**config.mk**
```make
export PLATFORM = sky130hd
export DESIGN_NAME = cltl_ram
export DESIGN_NICKNAME = d
export VERILOG_FILES = /design/src/rtl/call_list_table_lookup_unit_macros.svh /design/src/rtl/cltl_ram.sv
export SDC_FILE = /design/constraint.sdc
export NUM_CORES = 1
export LEC_CHECK = 0
export BUFFER_PORTS_ARGS = -buffer_cell sky130_fd_sc_hd__buf_4
export CAP_MARGIN = 0
export CORE_MARGIN = 1
export CORE_UTILIZATION = 54
export DETAILED_ROUTE_END_ITERATION = 8
export PLACE_DENSITY = 0.78
export SLEW_MARGIN = 20
export SYNTH_ARGS = -nofsm -noshare
export SYNTH_HDL_FRONTEND = slang
export SYNTH_SLANG_ARGS = --single-unit
```
**constraint.sdc**
```tcl
create_clock -name i_clk -period 1.8 [get_ports i_clk]
set_clock_uncertainty 0.05 [all_clocks]
set_input_delay 0.36 -clock i_clk [delete_from_list [all_inputs] [get_ports i_clk]]
set_output_delay 0.36 -clock i_clk [all_outputs]
set_load 0.02 [all_outputs]
```
**src/rtl/call_list_table_lookup_unit_macros.svh**
```systemverilog
// Assertion shorthands for the call list lookup unit.
`ifndef CALL_LIST_TABLE_LOOKUP_UNIT_MACROS_SVH
`define CALL_LIST_TABLE_LOOKUP_UNIT_MACROS_SVH

// Same-cycle implication, checked out of reset.
`define CLTL_ASSERT_NOW(label, pre, post, msg) \
    label: assert property (@(posedge i_clk) disable iff (!i_rst_n) (pre) |-> (post)) \
        else $error(msg);

// Next-cycle implication, checked out of reset.
`define CLTL_ASSERT_NEXT(label, pre, post, msg) \
    label: assert property (@(posedge i_clk) disable iff (!i_rst_n) (pre) |=> (post)) \
        else $error(msg);

`endif

```
**src/rtl/cltl_ram.sv**
```systemverilog
`timescale 1ns / 1ps
`default_nettype none

module cltl_ram #(
    parameter int WIDTH = 8,
    parameter int DEPTH = 16
) (
    input  wire logic                     i_clk,
    input  wire logic                     i_we,
    input  wire logic [$clog2(DEPTH)-1:0] i_waddr,
    input  wire logic [WIDTH-1:0]         i_wdata,
    input  wire logic [$clog2(DEPTH)-1:0] i_raddr,
    output logic      [WIDTH-1:0]         o_rdata
);

    logic [WIDTH-1:0] r_mem [DEPTH];

    always_ff @(posedge i_clk) begin
        if (i_we) begin
            r_mem[i_waddr] <= i_wdata;
        end
        o_rdata <= r_mem[i_raddr];
    end

endmodule

`default_nettype wire

```
# Word-level counts from Yosys, hierarchy flattened
# Memories as Yosys holds them, arrays and structs flattened. A register that Yosys moved wholly into a read port is not among the register bits.
# Index checks and enable logic that the tools add are counted.
classes:
  n_mux: 2
op_table:
  columns: ["cell", "count"]
  rows:
  - ["2-to-1 mux 1 bit", 2]
totals:
  reg_bits: 0
  ram_bits: 128
  input_bits: 18
  out_inout_bits: 8
  wordCells: 3
  n_memories: 1
mem_list:
  columns: ["name", "depth", "width", "read_ports", "rd_ports_with_merged_regs", "write_ports", "line_no", "rtl"]
  rows:
  - ["r_mem", 16, 8, 1, 1, 1, "cltl_ram.sv:16", "logic [WIDTH-1:0] r_mem [DEPTH];"]

# Longest topological paths before layout
logic_depth:
  depth_word: 2
  mapped_depth: 5
  mapped_depth_nobuf: 3

# Worst setup path after synthesis
# Ideal clock, no wire load.
synth_path:
  path_type: "input -> register"
  start: "in i_waddr[2]"
  end: "mem r_mem[0][0] (enable)"
  setup_ns: 0.383
  arrival_time_ns: 1.470
  required_time_ns: 1.367
  setup_slack_ns: -0.103
  cell_stages: 2
  path_buffers: 0
  path_cell_list: "or3b_2 nor3_1"
synth_rtl:
  columns: ["element", "line_no", "rtl"]
  rows:
  - ["start, declared", "cltl_ram.sv:10", "input wire logic [$clog2(DEPTH)-1:0] i_waddr,"]
  - ["end, declared", "cltl_ram.sv:16", null]
# No word-level cell before the write port.

# Worst setup path after layout
layout_path:
  start: "reg o_rdata[1], read port of r_mem"
  end: "out o_rdata[1]"
layout_rtl:
  columns: ["element", "line_no", "rtl"]
  rows:
  - ["start, declared", "cltl_ram.sv:13", "output logic [WIDTH-1:0] o_rdata"]
# No word-level cell between the ends.

==> results.toml <==
[sta]
rsz0062_at_grt = "no"
hold_violations = 0
setup_viol = 0
fmax_ghz = 0.696
fin_crit_sh_pct = 79.8
slew-limit-headroom_pct = 56.8
drv_slew = 0
period_needed_ns = 1.44
worstMarginPinSlew_ns = 0.646
finalSetupTns_ns = 0

[global_routing]
antenna_found_initial = 0
grt_max_degree = 33
track_usage_pct = 22.7
grt_pass1_vias = 2629
overflow = 0
grt_pass1_wl_mm = 15.3

[setup_path]
worstSetupPathType = "register to output pin"
path_max_fanout = 1
crit_family = "flip-flops"
crit_arrival_ns = 1.03
start_kind = "register"
end_kind = "output pin"
crit_buf_inv = 1
cp_slowest_stage_delay_ns = 0.36
critPathRequiredTime_ns = 1.39
cp_cell_sequence = "buf_4"
slowest_stage = "dfxtp_1"

[yosys]
yosysUniqueCellTypes = 19
ys_seq_elements = 136
syn_avg_cell_area_um2 = 22.5
synth_top_area_share_pct = 74.7
yosysSeqAreaShare_pct = 77.8
yosys-top-cells-area = "edfxtp_1, mux4_2, mux4_1"
syn_inst = 229
ys_warn_count = 0
syn_nets = 247
syn_area_mm2 = 0.00515
synth_top_area_cell = "edfxtp_1"

[routing]
drc_errors = 0
postRouteAntennaNets = 0
totalWireLength_mm = 9.97
wl_per_cell_um = 23.3
routed_via_density = 5.74
routed-wl-met3_um = 562
highest_layer = "met4"
drt_pre_antenna_iters = 6
drt_iter0_drc = 158
met1Wirelength_mm = 4.12
vias = 2458
dr_wl_met2_mm = 5.10

[place]
dpl.cell_count = 396
portBuffers = 25
place.gp.congestion = 0.756

[worst_hold_path]
holdCritPathClass = "primary input to register"

[floorplanning]
die-area_mm2 = 0.00993
core-area_mm2 = 0.00924
die_x_um = 99.6
rows = 35
fp.dieH_um = 99.6
start_util_pct = 55.7
boundaryPins = 26

[power_and_ir_drop]
leakage_nw = 2.12
power_density_mw_per_mm2 = 1160
power_w = 0.00719
peakVddDrop_mv = 0.652

[cts]
cts_tree = "built"
clkTransAtPathRegs_ns = 0.06
htreeDepth = 4
cts_hold_buffers = 0
post_cts_resize_count = 0
numCtsBuffers = 17
numClockSinks = 136
insertion_delay_ns = 0.51
max-clock-path-buffers = 2
cts_root_buffer = "clkbuf_8"
post-cts-setup-buffers = 0

[final_layout]
drive_gt1_share_pct = 30.1
area_growth_pct = 20.3
mostFrequentLayoutCells = "edfxtp_1, buf_4, mux4_2, a22oi_1, clkbuf_16"
stdcell_count = 428
antenna_cells = 0
layout_commonest_cell = "edfxtp_1"
final_core_util_pct = 67.0
finalNetCount = 304

[status]
status = "finished clean"

[job]
cap_violations = 0
-- cell usage after synthesis --
cell / number
nor2_1: 13
buf_6: 3
a22oi_1: 16
and2b_1: 1
mux4_2: 18
dfxtp_1: 8
edfxtp_1: 128
nand3_1: 1
mux4_1: 14
nor2b_1: 1
buf_2: 3
buf_4: 1
clkdlybuf4s25_2: 3
nand2b_1: 2
nor3_1: 4
or3b_2: 1
nand3b_1: 2
nand2_1: 9
and2_1: 1
-- report_power, final --
part / switching, W / leakage [nW] / internal (W)
Clock: 0.00117 / 0.262 / 0.00207
Combinational: 0.000210 / 0.631 / 0.000176
Sequential: 0.0000233 / 1.22 / 0.00354
-- area by class of cell --
class | instances | area (um2)
sequential | 136 | 4000
fill | 580 | 3050
multi-input combinational | 83 | 1060
clock buffer | 19 | 422
timing repair buffer | 48 | 410
tap | 129 | 161
clock inverter | 13 | 135
-- logic make-up (layout without fill, tap and decap cells) --
group,after synthesis,in the layout,synth area share (%)
DFF,136,136,77.8
muxes,32,32,15.0
AOI/OAI and AO/OA,16,16,2.33
buffers and inverters,10,80,1.68
and+or+nand+nor,35,35,3.18
-- per-stage QoR --
stage,hold slack (ns),area (um2),setup WS (ns)
2_1_floorplan,0.409,5150,0.124
3_3_place_gp,0.602,5640,0.0416
3_5_place_dp,0.610,5640,0.0294
4_1_cts,0.0798,6190,0.345
5_1_grt,0.0910,6190,0.320
6_report,0.0954,6190,0.363
-- registers in the layout, indices dropped and copies added, names as in the netlist --
| register | cells |
|---|---|
| o_rdata | 8 |
| r_mem | 128 |
-- per-layer routing --
layer | global-route usage [%] | vias up
met2 | 35.3 | 89
met5 | 0 | -
li1 | - | 1088
met3 | 5.76 | 13
met1 | 30.6 | 1268
met4 | 10.6 | 0
-- worst paths after layout --
check	from	to	slack, ns	depth (start not counted)
max	o_rdata[1]	o_rdata[1]	0.36	1
min	i_wdata[4]	r_mem[11][4]	0.1	1
min reg2reg	r_mem[14][0]	o_rdata[0]	0.62	3
max reg2reg	r_mem[9][1]	o_rdata[1]	0.37	3
Note: power is estimated with default switching activity, not from simulation.
